[src/sv/ltc_pkg.sv]
`default_nettype none

package ltc_pkg;

   // Word length saturation and line counter width.
   localparam int MAX_TOKEN_LEN = 16;
   localparam int LINE_WIDTH    = 16;
   localparam int LEN_WIDTH     = 5;

   localparam logic [7:0] CH_SPACE   = 8'h20;
   localparam logic [7:0] CH_TAB     = 8'h09;
   localparam logic [7:0] CH_NEWLINE = 8'h0a;
   localparam logic [7:0] CH_S       = 8'h73;
   localparam logic [7:0] CH_I       = 8'h69;
   localparam logic [7:0] CH_N       = 8'h6e;
   localparam logic [7:0] CH_O       = 8'h6f;
   localparam logic [7:0] CH_A       = 8'h61;
   localparam logic [7:0] CH_L       = 8'h6c;
   localparam logic [7:0] CH_R       = 8'h72;
   localparam logic [7:0] CH_LT      = 8'h3c;
   localparam logic [7:0] CH_GT      = 8'h3e;
   localparam logic [7:0] CH_EQ      = 8'h3d;
   localparam logic [7:0] CH_DOT     = 8'h2e;
   localparam logic [7:0] CH_E_UP    = 8'h45;
   localparam logic [7:0] CH_E_LOW   = 8'h65;
   localparam logic [7:0] CH_PLUS    = 8'h2b;
   localparam logic [7:0] CH_MINUS   = 8'h2d;

   typedef enum logic [2:0] {
      CLASS_KEYWORD    = 3'd0,
      CLASS_OPERATOR   = 3'd1,
      CLASS_IDENTIFIER = 3'd2,
      CLASS_INTEGER    = 3'd3,
      CLASS_FLOAT      = 3'd4,
      CLASS_ERROR      = 3'd5
   } token_class_type;

   typedef enum logic [1:0] {
      KWID_NONE  = 2'd0,
      KWID_SI    = 2'd1,
      KWID_SINON = 2'd2,
      KWID_ALORS = 2'd3
   } keyword_id_type;

   typedef enum logic [11:0] {
      KW_IDLE  = 12'b0000_0000_0001,
      KW_S     = 12'b0000_0000_0010,
      KW_SI    = 12'b0000_0000_0100,
      KW_SIN   = 12'b0000_0000_1000,
      KW_SINO  = 12'b0000_0001_0000,
      KW_SINON = 12'b0000_0010_0000,
      KW_A     = 12'b0000_0100_0000,
      KW_AL    = 12'b0000_1000_0000,
      KW_ALO   = 12'b0001_0000_0000,
      KW_ALOR  = 12'b0010_0000_0000,
      KW_ALORS = 12'b0100_0000_0000,
      KW_DEAD  = 12'b1000_0000_0000
   } kw_state_type;

   typedef enum logic [4:0] {
      OP_IDLE = 5'b00001,
      OP_LT   = 5'b00010,
      OP_GT   = 5'b00100,
      OP_DONE = 5'b01000,
      OP_DEAD = 5'b10000
   } op_state_type;

   typedef enum logic [7:0] {
      NUM_IDLE = 8'b0000_0001,
      NUM_INT  = 8'b0000_0010,
      NUM_DOT  = 8'b0000_0100,
      NUM_FRAC = 8'b0000_1000,
      NUM_EXP  = 8'b0001_0000,
      NUM_SIGN = 8'b0010_0000,
      NUM_EXPD = 8'b0100_0000,
      NUM_DEAD = 8'b1000_0000
   } num_state_type;

   typedef struct packed {
      logic [7:0] ch;
      logic       at_end;
   } req_data_type;

   typedef struct packed {
      token_class_type        token_class;
      keyword_id_type         keyword_id;
      logic [LEN_WIDTH-1:0]   token_length;
      logic                   too_long;
      logic [LINE_WIDTH-1:0]  line_number;
   } rsp_data_type;

endpackage

`default_nettype wire

[src/sv/lexical_token_classifier.sv]
// Classifies a character stream, one character per beat, into delimiter-separated words
// (space, tab, newline, or a beat with at_end set). Keyword, operator, identifier and
// number recognizers run side by side in a single pass, and a non-empty word yields one
// result beat in the cycle after its delimiter is taken, carrying class, keyword, length
// (saturating at MAX_TOKEN_LEN, with too_long set beyond it) and the line it ended on.
// The only storage is the per-word recognizer state, the line counter and one output
// register, so a new character is taken in every cycle except while a result beat is
// held by rsp_stall, when req_stall is raised for any character. at_end returns the
// line count to one.
`default_nettype none

module lexical_token_classifier
   import ltc_pkg::*;
(
   input  wire logic         clock,
   input  wire logic         reset,
   input  wire logic         req_valid,
   output      logic         req_stall,
   input  wire req_data_type req_data,
   output      logic         rsp_valid,
   input  wire logic         rsp_stall,
   output      rsp_data_type rsp_data
);

   localparam logic [LINE_WIDTH-1:0] LINE_MAX = {LINE_WIDTH{1'b1}};
   localparam logic [LINE_WIDTH-1:0] LINE_ONE = LINE_WIDTH'(1);
   localparam logic [LEN_WIDTH-1:0]  LEN_MAX  = LEN_WIDTH'(MAX_TOKEN_LEN);

   kw_state_type          kw_ff, kw_in;
   op_state_type          op_ff, op_in;
   num_state_type         num_ff, num_in;
   logic                  ident_ff, ident_in;
   logic [LEN_WIDTH-1:0]  len_ff, len_in;
   logic                  ovf_ff, ovf_in;
   logic [LINE_WIDTH-1:0] line_ff, line_in;
   logic                  rsp_valid_ff, rsp_valid_in;
   rsp_data_type          rsp_data_ff, rsp_data_in;

   logic            accept;
   logic            is_delim;
   logic            is_letter;
   logic            is_digit;
   logic            is_exp;
   logic            emit;
   logic [7:0]      c;
   token_class_type cls;
   keyword_id_type  kid;

   assign c         = req_data.ch;
   assign is_letter = (c >= 8'h41 && c <= 8'h5a) || (c >= 8'h61 && c <= 8'h7a);
   assign is_digit  = (c >= 8'h30 && c <= 8'h39);
   assign is_exp    = (c == CH_E_UP) || (c == CH_E_LOW);
   assign is_delim  = req_data.at_end || c == CH_SPACE || c == CH_TAB || c == CH_NEWLINE;

   // Take a beat unless the held result cannot leave this cycle.
   assign req_stall = rsp_valid_ff && rsp_stall;
   assign accept    = req_valid && !req_stall;
   assign emit      = accept && is_delim && (len_ff != '0);

   always_comb begin
      unique case (kw_ff)
         KW_IDLE:  kw_in = (c == CH_S) ? KW_S : ((c == CH_A) ? KW_A : KW_DEAD);
         KW_S:     kw_in = (c == CH_I) ? KW_SI : KW_DEAD;
         KW_SI:    kw_in = (c == CH_N) ? KW_SIN : KW_DEAD;
         KW_SIN:   kw_in = (c == CH_O) ? KW_SINO : KW_DEAD;
         KW_SINO:  kw_in = (c == CH_N) ? KW_SINON : KW_DEAD;
         KW_A:     kw_in = (c == CH_L) ? KW_AL : KW_DEAD;
         KW_AL:    kw_in = (c == CH_O) ? KW_ALO : KW_DEAD;
         KW_ALO:   kw_in = (c == CH_R) ? KW_ALOR : KW_DEAD;
         KW_ALOR:  kw_in = (c == CH_S) ? KW_ALORS : KW_DEAD;
         default:  kw_in = KW_DEAD;
      endcase

      unique case (op_ff)
         OP_IDLE: op_in = (c == CH_LT) ? OP_LT :
                          ((c == CH_GT) ? OP_GT : ((c == CH_EQ) ? OP_DONE : OP_DEAD));
         OP_LT:   op_in = (c == CH_GT || c == CH_EQ) ? OP_DONE : OP_DEAD;
         OP_GT:   op_in = (c == CH_EQ) ? OP_DONE : OP_DEAD;
         default: op_in = OP_DEAD;
      endcase

      unique case (num_ff)
         NUM_IDLE: num_in = is_digit ? NUM_INT : NUM_DEAD;
         NUM_INT:  num_in = is_digit ? NUM_INT :
                            ((c == CH_DOT) ? NUM_DOT : (is_exp ? NUM_EXP : NUM_DEAD));
         NUM_DOT:  num_in = is_digit ? NUM_FRAC : NUM_DEAD;
         NUM_FRAC: num_in = is_digit ? NUM_FRAC : (is_exp ? NUM_EXP : NUM_DEAD);
         NUM_EXP:  num_in = is_digit ? NUM_EXPD :
                            ((c == CH_PLUS || c == CH_MINUS) ? NUM_SIGN : NUM_DEAD);
         NUM_SIGN: num_in = is_digit ? NUM_EXPD : NUM_DEAD;
         NUM_EXPD: num_in = is_digit ? NUM_EXPD : NUM_DEAD;
         default:  num_in = NUM_DEAD;
      endcase

      ident_in = ident_ff && ((len_ff == '0) ? is_letter : (is_letter || is_digit));

      if (len_ff < LEN_MAX) begin
         len_in = len_ff + LEN_WIDTH'(1);
         ovf_in = ovf_ff;
      end else begin
         len_in = len_ff;
         ovf_in = 1'b1;
      end

      // Delimiter: drop the word and move the line counter.
      line_in = line_ff;
      if (is_delim) begin
         kw_in    = KW_IDLE;
         op_in    = OP_IDLE;
         num_in   = NUM_IDLE;
         ident_in = 1'b1;
         len_in   = '0;
         ovf_in   = 1'b0;
         if (req_data.at_end) begin
            line_in = LINE_ONE;
         end else if (c == CH_NEWLINE && line_ff != LINE_MAX) begin
            line_in = line_ff + LINE_ONE;
         end
      end
   end

   always_comb begin
      kid = KWID_NONE;
      priority if (kw_ff == KW_SI) begin
         cls = CLASS_KEYWORD;
         kid = KWID_SI;
      end else if (kw_ff == KW_SINON) begin
         cls = CLASS_KEYWORD;
         kid = KWID_SINON;
      end else if (kw_ff == KW_ALORS) begin
         cls = CLASS_KEYWORD;
         kid = KWID_ALORS;
      end else if (op_ff == OP_LT || op_ff == OP_GT || op_ff == OP_DONE) begin
         cls = CLASS_OPERATOR;
      end else if (ident_ff) begin
         cls = CLASS_IDENTIFIER;
      end else if (num_ff == NUM_INT) begin
         cls = CLASS_INTEGER;
      end else if (num_ff == NUM_FRAC || num_ff == NUM_EXPD) begin
         cls = CLASS_FLOAT;
      end else begin
         cls = CLASS_ERROR;
      end

      rsp_data_in.token_class  = cls;
      rsp_data_in.keyword_id   = kid;
      rsp_data_in.token_length = len_ff;
      rsp_data_in.too_long     = ovf_ff;
      rsp_data_in.line_number  = line_ff;

      if (emit) begin
         rsp_valid_in = 1'b1;
      end else if (!rsp_stall) begin
         rsp_valid_in = 1'b0;
      end else begin
         rsp_valid_in = rsp_valid_ff;
      end
   end

   always_ff @(posedge clock) begin
      if (reset) begin
         kw_ff        <= KW_IDLE;
         op_ff        <= OP_IDLE;
         num_ff       <= NUM_IDLE;
         ident_ff     <= 1'b1;
         len_ff       <= '0;
         ovf_ff       <= 1'b0;
         line_ff      <= LINE_ONE;
         rsp_valid_ff <= 1'b0;
      end else begin
         if (accept) begin
            kw_ff    <= kw_in;
            op_ff    <= op_in;
            num_ff   <= num_in;
            ident_ff <= ident_in;
            len_ff   <= len_in;
            ovf_ff   <= ovf_in;
            line_ff  <= line_in;
         end
         rsp_valid_ff <= rsp_valid_in;
      end
   end

   always_ff @(posedge clock) begin
      if (emit) begin
         rsp_data_ff <= rsp_data_in;
      end
   end

   assign rsp_valid = rsp_valid_ff;
   assign rsp_data  = rsp_data_ff;

   a_len_nonzero: assert property (@(posedge clock) disable iff (reset)
      rsp_valid_ff |-> rsp_data_ff.token_length != '0)
      else $error("result beat with empty word");

   a_too_long_sat: assert property (@(posedge clock) disable iff (reset)
      rsp_valid_ff && rsp_data_ff.too_long |-> rsp_data_ff.token_length == LEN_MAX)
      else $error("too_long without saturated length");

   a_kwid_class: assert property (@(posedge clock) disable iff (reset)
      rsp_valid_ff |-> ((rsp_data_ff.token_class == CLASS_KEYWORD) ==
                        (rsp_data_ff.keyword_id != KWID_NONE)))
      else $error("keyword id disagrees with class");

   a_line_nonzero: assert property (@(posedge clock) disable iff (reset)
      line_ff != '0)
      else $error("line counter reached zero");

   a_end_resets_line: assert property (@(posedge clock) disable iff (reset)
      accept && req_data.at_end |=> line_ff == LINE_ONE)
      else $error("line counter not restarted after end of text");

endmodule

`default_nettype wire
[config.mk]
export PLATFORM = sky130hd
export DESIGN_NAME = lexical_token_classifier
export DESIGN_NICKNAME = d
export VERILOG_FILES = /design/src/sv/ltc_pkg.sv /design/src/sv/lexical_token_classifier.sv
export SDC_FILE = /design/constraint.sdc
export NUM_CORES = 1
export LEC_CHECK = 0
export BUFFER_PORTS_ARGS = -buffer_cell sky130_fd_sc_hd__buf_2
export CAP_MARGIN = 20
export CORE_MARGIN = 4
export CORE_UTILIZATION = 53
export CTS_CLUSTER_DIAMETER = 100
export DETAILED_ROUTE_END_ITERATION = 7
export PLACE_DENSITY = 0.81
export SYNTH_ARGS = -nofsm -noshare
export SYNTH_HDL_FRONTEND = slang
export SYNTH_SLANG_ARGS = --single-unit
export TNS_END_PERCENT = 100
[constraint.sdc]
create_clock -name clock -period 4.9 [get_ports clock]
set_clock_uncertainty 0.15 [all_clocks]
set_input_delay 1.47 -clock clock [delete_from_list [all_inputs] [get_ports clock]]
set_output_delay 1.47 -clock clock [all_outputs]
set_load 0.01 [all_outputs]
==> summary.md, run 1 <==
| Metric | Value |
|---|---|
| Status | completed |
| Commonest non-fill, non-tap cell in the layout | dfxtp_1 |
| Worst r2r src | line_ff[0] |
| Skew-Pair Late Insertion Delay | 0.35 ns |
| R2R Setup Slk | 2.70 ns |
| Reg2Reg Depth | 5 |
| Clock root buffer master | clkbuf_8 |
| Synth async-reset ratio | 0 |
| Via count | 3,614 |
| RSZ-0062 raised after global routing | no |
| Most frequent cells in the layout | 47 x dfxtp_1, 41 x buf_2, 40 x nand2_1 |
| Lkg Pwr | 1.58 nW |
| Die W | 94.8 um |
| PwrDens | 299 nW/um^2 |
| CP endpoint | req_stall |
| Longest Clk Path Bufs | 2 |
| Initial antenna violation count | 0 |
| Hold Crit Class | reg -> reg |
| Share of layout cells above drive strength 1 | 0.149 |
| Required time worst endpoint | 3.28 ns |
| DRC | 0 |
| GRT overflow | 0 |
| Worst-Margin Slew | 0.741 ns |
| Post-Route WL | 9480 um |
| Placed inst area | 4200 sq um |
| N_diodes | 0 |
| Mean number of vias per cell | 6.29 |
| Sequential share of the synthesized area | 0.439 |
| CP Launch Point | rsp_stall |
| Nets@finish | 487 |
| I/O Buffers | 41 |
| Clock transition at path regs | 0.09 ns |
| Initial Util | 0.548 |
| CTS Hold Bufs | 0 |
| Global Route Usage Sum | 0.218 |
| # setup viols final | 0 |
| H-Tree Depth | 3 |
| Syn nets | 470 |
| Hpwl dp | 6510 um |
| Ports | 42 |
| Placer Congestion | 0.999 |
| # fillers | 627 |
| Core Box Area | 7290 sq um |
| CTS Buf Count | 9 |
| Final Max Slew Viols | 0 |
| Row count | 31 |
| Max IR drop VDD | 0.155 mV |
| Seq cells post-synth | 74 |
| Setup Buffers After CTS | 0 |
| Slew headroom | 0.506 |
| Fin crit share | 0.716 |
| Clock sinks | 74 |
| Die footprint | 8990 sq um |
| Synth warn | 0 |
| Routed len/inst | 16.5 um |
| DRT Pass-1 Iters | 5 |
| Vias in the first global route | 3,265 |
| Routed Antenna Nets | 0 |
| Mapped cell area | 3990 sq um |
| Iteration-0 DRC Markers | 349 |
| Setup TNS | 0 ns |
| CTS resizes | 0 |
| Tmin final | 3.51 ns |
| Critical path class | in -> out |
| Mapped Cells | 454 |
| Area grow syn2layout | 10.7% |
| Main flop type after synthesis | dfxtp_1 |
| Fin. Hold Viols | 0 |
| Final non-filler cell area | 4420 sq um |
| Synth cell types | 61 |
| EDFF count, synth | 27 |
| Largest net degree at the start of global routing | 31 |
| First-pass GRT wire length | 15,400 um |
| Mean post-synth cell area | 8.80 sq um |
| Crit start category | input pin |
| CP endpoint kind | primary output |
| Worst EP arrival | 1.89 ns |
| Chip height | 94.8 um |
| Reg2reg end | line_ff[15] |
| Max cap viols | 0 |
| Fmax | 285 MHz |
| CTS tree | done |
| Critical path fanouts, max | 3 |
## area by class of cell
cell class                 instances  area [sq um]  area share
timing repair buffer              43           220      0.0498
sequential                        74          1750       0.396
multi-input combinational        332          2060       0.466
clock inverter                     7           101      0.0229
tap                               99           124      0.0280
clock buffer                       9           124      0.0280
inverter                          11          41.3     0.00934
## synthesized netlist by cell type, drive strengths merged (7+ instances only)
master	instances	area, sq um
dfxtp	47	941
or3	14	87.6
nand3	19	95.1
xor2	11	96.3
nor3	13	65.1
or4	9	67.6
a21oi	28	140
nand4	13	81.3
nor4	10	62.6
a32oi	7	61.3
edfxtp	27	811
clkbuf	32	120
inv	11	41.3
nand2	40	150
o31ai	7	52.6
nor2	33	124
o21ai	28	140
## layer usage
layer	global-route usage	share of wire	up-vias
li1	-	-	1737
met1	0.293	0.44	1694
met2	0.338	0.46	163
met3	0.0438	0.077	20
met4	0.0998	0.021	0
met5	0	0	-
## sequential cells by signal (all words and copies together) (netlist names)
name / count
rsp_data: 27
line_ff: 16
kw_ff: 12
num_ff: 7
len_ff: 5
op_ff: 4
ident_ff: 1
ovf_ff: 1
rsp_valid: 1
## power by group
part           leakage (nW)  switching [mW]  total, mW  internal (mW)
sequential            0.638          0.0109      0.657          0.646
combinational         0.832          0.0833      0.128         0.0444
clock                 0.113           0.244      0.536          0.292
## per-stage QoR
stage / std cells / worst slack (ns) / util / total power, mW / hold WS (ns)
2_1_floorplan: 454 / 0.713 / - / 0.761 / 0.259
4_1_cts: 575 / 1.39 / 0.607 / 1.33 / 0.302
3_3_place_gp: 559 / 1.24 / 0.576 / 0.793 / 0.271
3_5_place_dp: 559 / 1.18 / 0.576 / 0.796 / 0.279
5_1_grt: 575 / 1.38 / 0.607 / 1.37 / 0.319
6_report: 575 / 1.39 / 0.607 / 1.32 / 0.304
## critical path, stage by stage
cell and delay (ns):
buf_2 0.10, and2_1 0.17, buf_2 0.15
## worst min-delay path by stage
stage                 from  slack [ns]  cells after the start           end
floorplan           ovf_ff        0.26                      0  rsp_data[16]
global placement    ovf_ff        0.27                      0  rsp_data[16]
detailed placement  ovf_ff        0.28                      0  rsp_data[16]
CTS                 ovf_ff        0.30                      0  rsp_data[16]
global route        ovf_ff        0.32                      0  rsp_data[16]
finish              ovf_ff        0.30                      0  rsp_data[16]
## kinds of logic (layout without fill, tap and decap cells)
kind of cell / count (synthesis) / in the layout / share of synthesized area
adder cells (fa/ha/maj): 3 / 3 / 0.00940
buffers and inverters: 48 / 70 / 0.0482
AO/OA/AOI/OAI: 109 / 109 / 0.177
AND/OR/NAND/NOR: 206 / 206 / 0.296
flip-flops: 74 / 74 / 0.439
XOR/XNOR: 13 / 13 / 0.0285
multiplexers: 1 / 1 / 0.00251
Power figures use the tool's default switching activity.
==> run 2, diff against run 1 <==
Settings changed: ABC_AREA set to 1.
Clock period 4.9 ns to 2.9 ns, I/O delays scaled along.
==> run 2 against run 1 <==
  * Synthesized area fell by 2.6%
  * Synthesized cell count rose by 16%
  * Sequential cell count did not move
  * Hold slack got worse by 0.014 ns
  * Sequential share of layout area barely moved
  * Critical path type is now in -> reg
==> summary.md, run 2 <==
| Metric | Value |
|---|---|
| Status | completed |
| Placed inst area | 4220 sq um (+0.51%) |
| Sequential share of the synthesized area | 0.450 (+0.0116) |
| Via count | 3,651 (+1.0%) |
| Nets@finish | 593 (+22%) |
| CTS tree | done |
| Row count | 30 (-3.2%) |
| RSZ-0062 raised after global routing | no |
| Iteration-0 DRC Markers | 214 (-39%) |
| Crit start category | input pin |
| Main flop type after synthesis | dfxtp_1 |
| Reg2Reg Depth | 9 (+4) |
| Longest Clk Path Bufs | 2 (unchanged) |
| CTS resizes | 0 (unchanged) |
| Chip height | 93.7 um (-1.2%) |
| Syn nets | 543 (+16%) |
| Hpwl dp | 6680 um (+2.6%) |
| DRT Pass-1 Iters | 7 (+2) |
| Mean number of vias per cell | 5.38 (-14%) |
| Die W | 93.7 um (-1.2%) |
| Synth warn | 0 (unchanged) |
| Die footprint | 8780 sq um (-2.3%) |
| Initial antenna violation count | 0 (unchanged) |
| Design Power | 2.12 mW (+60%) |
| Max reg flops | 27 (unchanged) |
| Setup Buffers After CTS | 0 (unchanged) |
| Hold Crit Class | reg -> reg |
| Most frequent cell after synthesis | nand2_1 |
| Vias in the first global route | 3,411 (+4.5%) |
| Clock sinks | 74 (unchanged) |
| Most instantiated cells after synthesis | 131 x nand2_1, 69 x nor2_1, 68 x inv_1, 47 x dfxtp_1, 38 x a21oi_1 |
| Switching Power | 0.563 mW (+66%) |
| Pint | 1.55 mW (+58%) |
| Routed len/inst | 13.0 um (-21%) |
| Largest cells by area after synthesis | dfxtp_1 24%, edfxtp_1 21%, nand2_1 13%, nor2_1 6.7%, inv_1 6.6% |
| Setup TNS | 0 ns (unchanged) |
| Fin. Hold Viols | 0 (unchanged) |
| Commonest non-fill, non-tap cell in the layout | nand2_1 |
| Placer Congestion | 0.918 (-8.1%) |
| Sw frac | 0.266 (+0.00958) |
| Post-Route WL | 8820 um (-7.0%) |
| CP endpoint kind | flip-flop |
| Max IR drop VDD | 0.230 mV (+48%) |
| Initial Util | 0.560 (+0.0127) |
| Mapped cell area | 3890 sq um (-2.6%) |
| Synth async-reset ratio | 0 (unchanged) |
| Clock transition at path regs | 0.08 ns (about the same) |
| Seq cells post-synth | 74 (unchanged) |
| Sequential Power Share | 0.519 (+0.022) |
| Fmax | 427 MHz |
| Combinational share of power | 0.086 (-0.011) |
| Reg2reg end | line_ff[15] |
| Core Box Area | 6940 sq um (-4.8%) |
| I/O Buffers | 41 (unchanged) |
| Critical path class | in -> reg |
| Worst r2r src | line_ff[0] |
| CTS Hold Bufs | 0 (unchanged) |
| CTS Buf Count | 9 (unchanged) |
| Area grow syn2layout | 13.8% |
| Worst-Margin Slew | 0.620 ns (-0.121 ns) |
| N_diodes | 0 (unchanged) |
| Ports | 42 (unchanged) |
| Mean post-synth cell area | 7.38 sq um (-16%) |
| Clock power frac | 0.395 (-0.011) |
| Slowest-stage cell, CP | nor2_1 |
| Global Route Usage Sum | 0.214 (-0.00409) |
| Clock root buffer master | clkbuf_8 |
| Slew headroom | 0.583 (+0.0770) |
| Crit path largest cell delay | 0.22 ns (+0.05 ns) |
| EDFF count, synth | 27 (unchanged) |
| Fin crit share | 0.808 |
| Lkg Pwr | 1.79 nW (+13%) |
| GRT overflow | 0 (unchanged) |
| Post-synth top area share | 0.242 (+0.00621) |
| CP Launch Point | req_data[7] |
| Routed Antenna Nets | 0 (unchanged) |
| Share of layout cells above drive strength 1 | 0.160 (+0.0106) |
| # fillers | 603 (-3.8%) |
| CP endpoint | rsp_data[15] |
| Worst EP arrival | 2.25 ns (+0.36 ns) |
| Largest net degree at the start of global routing | 28 (-9.7%) |
| DRC | 0 (unchanged) |
| Crit-path cells | buf_2 > nor2_1 > nand2_1 > nor2_1 > nor2_1 > nand2_2 > nand2_1 > inv_1 > nand2_1 > inv_1 > buf_4 |
| Tmin final | 2.34 ns |
| Most frequent cells in the layout | 131 x nand2_1, 69 x nor2_1, 68 x inv_1 |
| R2R Setup Slk | 0.70 ns (-2.00 ns) |
| H-Tree Depth | 3 (unchanged) |
| Synth cell types | 42 (-31%) |
| Skew-Pair Late Insertion Delay | 0.36 ns (about the same) |
| Critical path fanouts, max | 7 (+4) |
| # setup viols final | 0 (unchanged) |
| Final non-filler cell area | 4430 sq um (about the same) |
| PwrDens | 478 nW/um^2 (+60%) |
| Biggest area consumer among synthesized cells | dfxtp_1 |
| Required time worst endpoint | 2.81 ns (-0.47 ns) |
| Max cap viols | 0 (unchanged) |
| Mapped Cells | 527 (+16%) |
| Final Max Slew Viols | 0 (unchanged) |
| First-pass GRT wire length | 15,100 um (-2.2%) |
-- run 2: changes by cell type in the layout (fill, tap and decap cells not counted), moves of 10 or more --
| cell | previous run | this run |
|---|---|---|
| a21oi_1 | 28 | 38 |
| inv_1 | 11 | 68 |
| nand2_1 | 40 | 131 |
| nand3_1 | 19 | 35 |
| nor2_1 | 33 | 69 |
| o21ai_0 | 28 | 13 |
| or3_1 | 14 | 0 |
| xor2_1 | 11 | 1 |
-- run 2: layout make-up --
cell class | count | area [sq um] | area share
clock buffers | 9 | 124 | 0.0280
clock inverters | 7 | 83.8 | 0.0189
inverters | 73 | 278 | 0.0627
multi-input cells | 372 | 1810 | 0.408
flip-flops and latches | 74 | 1750 | 0.396
well taps | 96 | 120 | 0.0271
repair buffers | 47 | 263 | 0.0594
-- run 2: worst min path at each step --
stage,startpoint,end,cells past startpoint
final,ovf_ff,rsp_data[16],0
after global routing,ovf_ff,rsp_data[16],0
after CTS,ovf_ff,rsp_data[16],0
after detailed placement,ovf_ff,rsp_data[16],0
after global placement,ovf_ff,rsp_data[16],0
after floorplan,ovf_ff,rsp_data[16],0
-- run 2: cell families (layout without fill, tap and decap cells) --
| family | Yosys count | in the layout | share of synthesized area |
|---|---|---|---|
| xor gates and xnor gates | 1 | 1 | 0.00225 |
| AOI/OAI and AO/OA | 71 | 71 | 0.104 |
| and+or+nand+nor | 297 | 297 | 0.348 |
| DFF | 74 | 74 | 0.450 |
| buffers and inverters | 81 | 136 | 0.0855 |
| adders and majority gates | 3 | 3 | 0.00965 |
-- run 2: through the flow --
stage / instances / setup WS [ns] / utilization / hold WS, ns
CTS: 678 / 0.582 / 0.637 / 0.290
floorplan: 527 / 0.197 / - / 0.259
detailed placement: 662 / 0.219 / 0.608 / 0.271
global placement: 662 / 0.314 / 0.608 / 0.280
finish: 678 / 0.557 / 0.637 / 0.290
global route: 678 / 0.348 / 0.637 / 0.308
-- run 2: worst max-delay path, delay by kind of cell --
family                 cells  cell delay [ns]
and+or+nand+nor            7             0.88
buffers and inverters      4             0.48
-- run 2: power groups by stage --
stage	sequential [mW]	combinational, mW	clock (mW)
finish	1.10	0.182	0.837
global route	1.10	0.205	0.893
CTS	1.10	0.180	0.849
detailed placement	1.12	0.180	0
global placement	1.12	0.176	0
floorplan	1.12	0.123	0
-- run 2: per-layer routing --
metal,track usage,vias up,wire length [um]
li1,-,1848,-
met1,0.273,1649,3870
met2,0.359,136,4160
met3,0.0417,18,613
met4,0.0782,0,165
met5,0,-,0
==> run 3, diff against run 2 <==
Settings changed: CORE_UTILIZATION 53 to 59, PLACE_DENSITY 0.81 to 0.85.
Clock period 2.9 ns to 2.3 ns, I/O delays scaled along.
==> run 3 against run 2 <==
  * Clock power rose by 30%
  * Count of clock-buffer cells in the layout did not move
  * Global-route usage rose by 4.7 points
  * Cell area rose by 2.7%
  * Via count rose by 4.1%
  * Sequential cell count did not move
  * Largest power group unchanged
==> summary.md, run 3 (synthesis results as in run 2) <==
| Metric | Value |
|---|---|
| CTS Hold Bufs | 0 (unchanged) |
| Setup TNS | 0 ns (unchanged) |
| Crit path largest cell delay | 0.19 ns (-0.03 ns) |
| Iteration-0 DRC Markers | 294 (+37%) |
| RSZ-0062 raised after global routing | no |
| Chip height | 89.2 um (-4.8%) |
| CTS tree | done |
| Clock power frac | 0.400 (+0.005) |
| Core Box Area | 6390 sq um (-8.0%) |
| Fmax | 510 MHz |
| DRC | 0 (unchanged) |
| Longest Clk Path Bufs | 2 (unchanged) |
| Vias in the first global route | 3,678 (+7.8%) |
| CTS Buf Count | 9 (unchanged) |
| CP endpoint kind | flip-flop |
| # fillers | 503 (-17%) |
| Clock transition at path regs | 0.07 ns (about the same) |
| Final Max Slew Viols | 0 (unchanged) |
| Initial antenna violation count | 0 (unchanged) |
| Share of layout cells above drive strength 1 | 0.181 (+0.0214) |
| Largest net degree at the start of global routing | 30 (+7.1%) |
| I/O Buffers | 41 (unchanged) |
| Crit-path cells | buf_2 > nor2_1 > nand2_1 > nor2_2 > nor2_2 > nand2_2 > nand2_1 > inv_1 > nand2_1 > clkinvlp_4 > buf_12 |
| Placed inst area | 4330 sq um (+2.6%) |
| Post-Route WL | 9470 um (+7.4%) |
| WP buf/inv | 4 (unchanged) |
| Most frequent cells in the layout | 131 x nand2_1, 69 x nor2_1, 67 x inv_1 |
| Nets@finish | 607 (+2.4%) |
| Design Power | 2.73 mW (+29%) |
| Slew headroom | 0.597 (+0.0135) |
| Via count | 3,802 (+4.1%) |
| Critical path class | in -> reg |
| Sw frac | 0.244 (-0.0220) |
| Max IR drop VDD | 0.768 mV (+230%) |
| Routed len/inst | 14.1 um (+8.2%) |
| Combinational share of power | 0.094 (+0.008) |
| Crit start category | input pin |
| DRT Pass-1 Iters | 5 (-2) |
| Fin. Hold Viols | 0 (unchanged) |
| H-Tree Depth | 3 (unchanged) |
| Placer Congestion | 0.952 (+3.7%) |
| Area grow syn2layout | 16.8% |
| PwrDens | 602 nW/um^2 (+26%) |
| Setup Buffers After CTS | 0 (unchanged) |
| Pint | 2.07 mW (+33%) |
| Die footprint | 7960 sq um (-9.3%) |
| N_diodes | 0 (unchanged) |
| Top delay family on crit path | simple AND/OR/NAND/NOR gates |
| Worst hold slack | 0.294 ns (+0.00473 ns) |
| Switching Power | 0.667 mW (+18%) |
| Slowest-stage cell, CP | nor2_1 |
| Placed insts | 657 (-0.76%) |
| Clock sinks | 74 (unchanged) |
| Row count | 29 (-3.3%) |
| # setup viols final | 0 (unchanged) |
| Sequential Power Share | 0.507 (-0.012) |
| Routed Antenna Nets | 0 (unchanged) |
| Initial Util | 0.609 (+0.0490) |
| Commonest non-fill, non-tap cell in the layout | nand2_1 |
| Worst EP arrival | 1.87 ns (-0.38 ns) |
| Tmin final | 1.96 ns |
| GRT overflow | 0 (unchanged) |
| CTS resizes | 0 (unchanged) |
| Critical path fanouts, max | 19 (+12) |
| Lkg Pwr | 1.87 nW (+4.3%) |
| Max reg flops | 27 (unchanged) |
| Fin crit share | 0.852 |
| Crit-path most repeated cell | nand2_1 |
| Mean number of vias per cell | 5.65 (+4.9%) |
| Ports | 42 (unchanged) |
| Skew-Pair Late Insertion Delay | 0.36 ns (about the same) |
| Die W | 89.2 um (-4.8%) |
| Clock root buffer master | clkbuf_8 |
| First-pass GRT wire length | 16,100 um (+7.2%) |
| Global Route Usage Sum | 0.261 (+0.0468) |
| Final non-filler cell area | 4550 sq um (+2.7%) |
| Required time worst endpoint | 2.21 ns (-0.60 ns) |
| Status | completed |
| Hpwl dp | 7010 um (+5.0%) |
| Worst-Margin Slew | 0.600 ns (-0.0201 ns) |
| Non-filler cells, final | 673 (-0.74%) |
| Max cap viols | 0 (unchanged) |
| Hold Crit Class | reg -> reg |
==> run 3: path summary, 6_finish.rpt <==
path                                   from      endpoint  slack [ns]  cells after the start
worst min-delay path                 ovf_ff  rsp_data[16]        0.29                      0
worst max-delay path            req_data[7]  rsp_data[24]        0.34                     11
worst max register to register   line_ff[0]    line_ff[4]        0.36                      9
worst min register to register       ovf_ff  rsp_data[16]        0.29                      0
==> run 3: final cells by class <==
| type | count | area (sq um) | area share |
|---|---|---|---|
| multi-input combinational | 372 | 1810 | 0.397 |
| sequential | 74 | 1750 | 0.385 |
| timing repair buffer | 61 | 393 | 0.0864 |
| tap | 77 | 96.3 | 0.0212 |
| clock buffer | 9 | 124 | 0.0273 |
| inverter | 73 | 282 | 0.0619 |
| clock inverter | 7 | 92.6 | 0.0204 |
==> run 3: per-layer routing <==
metal  vias to the layer above  track usage  wire length, um
met2                       179        0.442             4620
li1                       1867            -                -
met3                        30       0.0627              710
met4                         0        0.116              272
met5                         -            0                0
met1                      1726        0.313             3870
==> run 3: stage by stage <==
stage	util	setup slack, ns
2_1_floorplan	-	0.00938
3_3_place_gp	0.678	0.0392
3_5_place_dp	0.678	-0.00424
4_1_cts	0.712	0.354
5_1_grt	0.712	0.145
6_report	0.712	0.340
==> run 3: power by group through the flow <==
stage               Clock (mW)  Combinational [mW]  Sequential [mW]
finish                    1.09               0.256             1.39
global route              1.16               0.283             1.39
CTS                       1.10               0.252             1.38
detailed placement           0               0.250             1.41
global placement             0               0.241             1.41
floorplan                    0               0.156             1.42
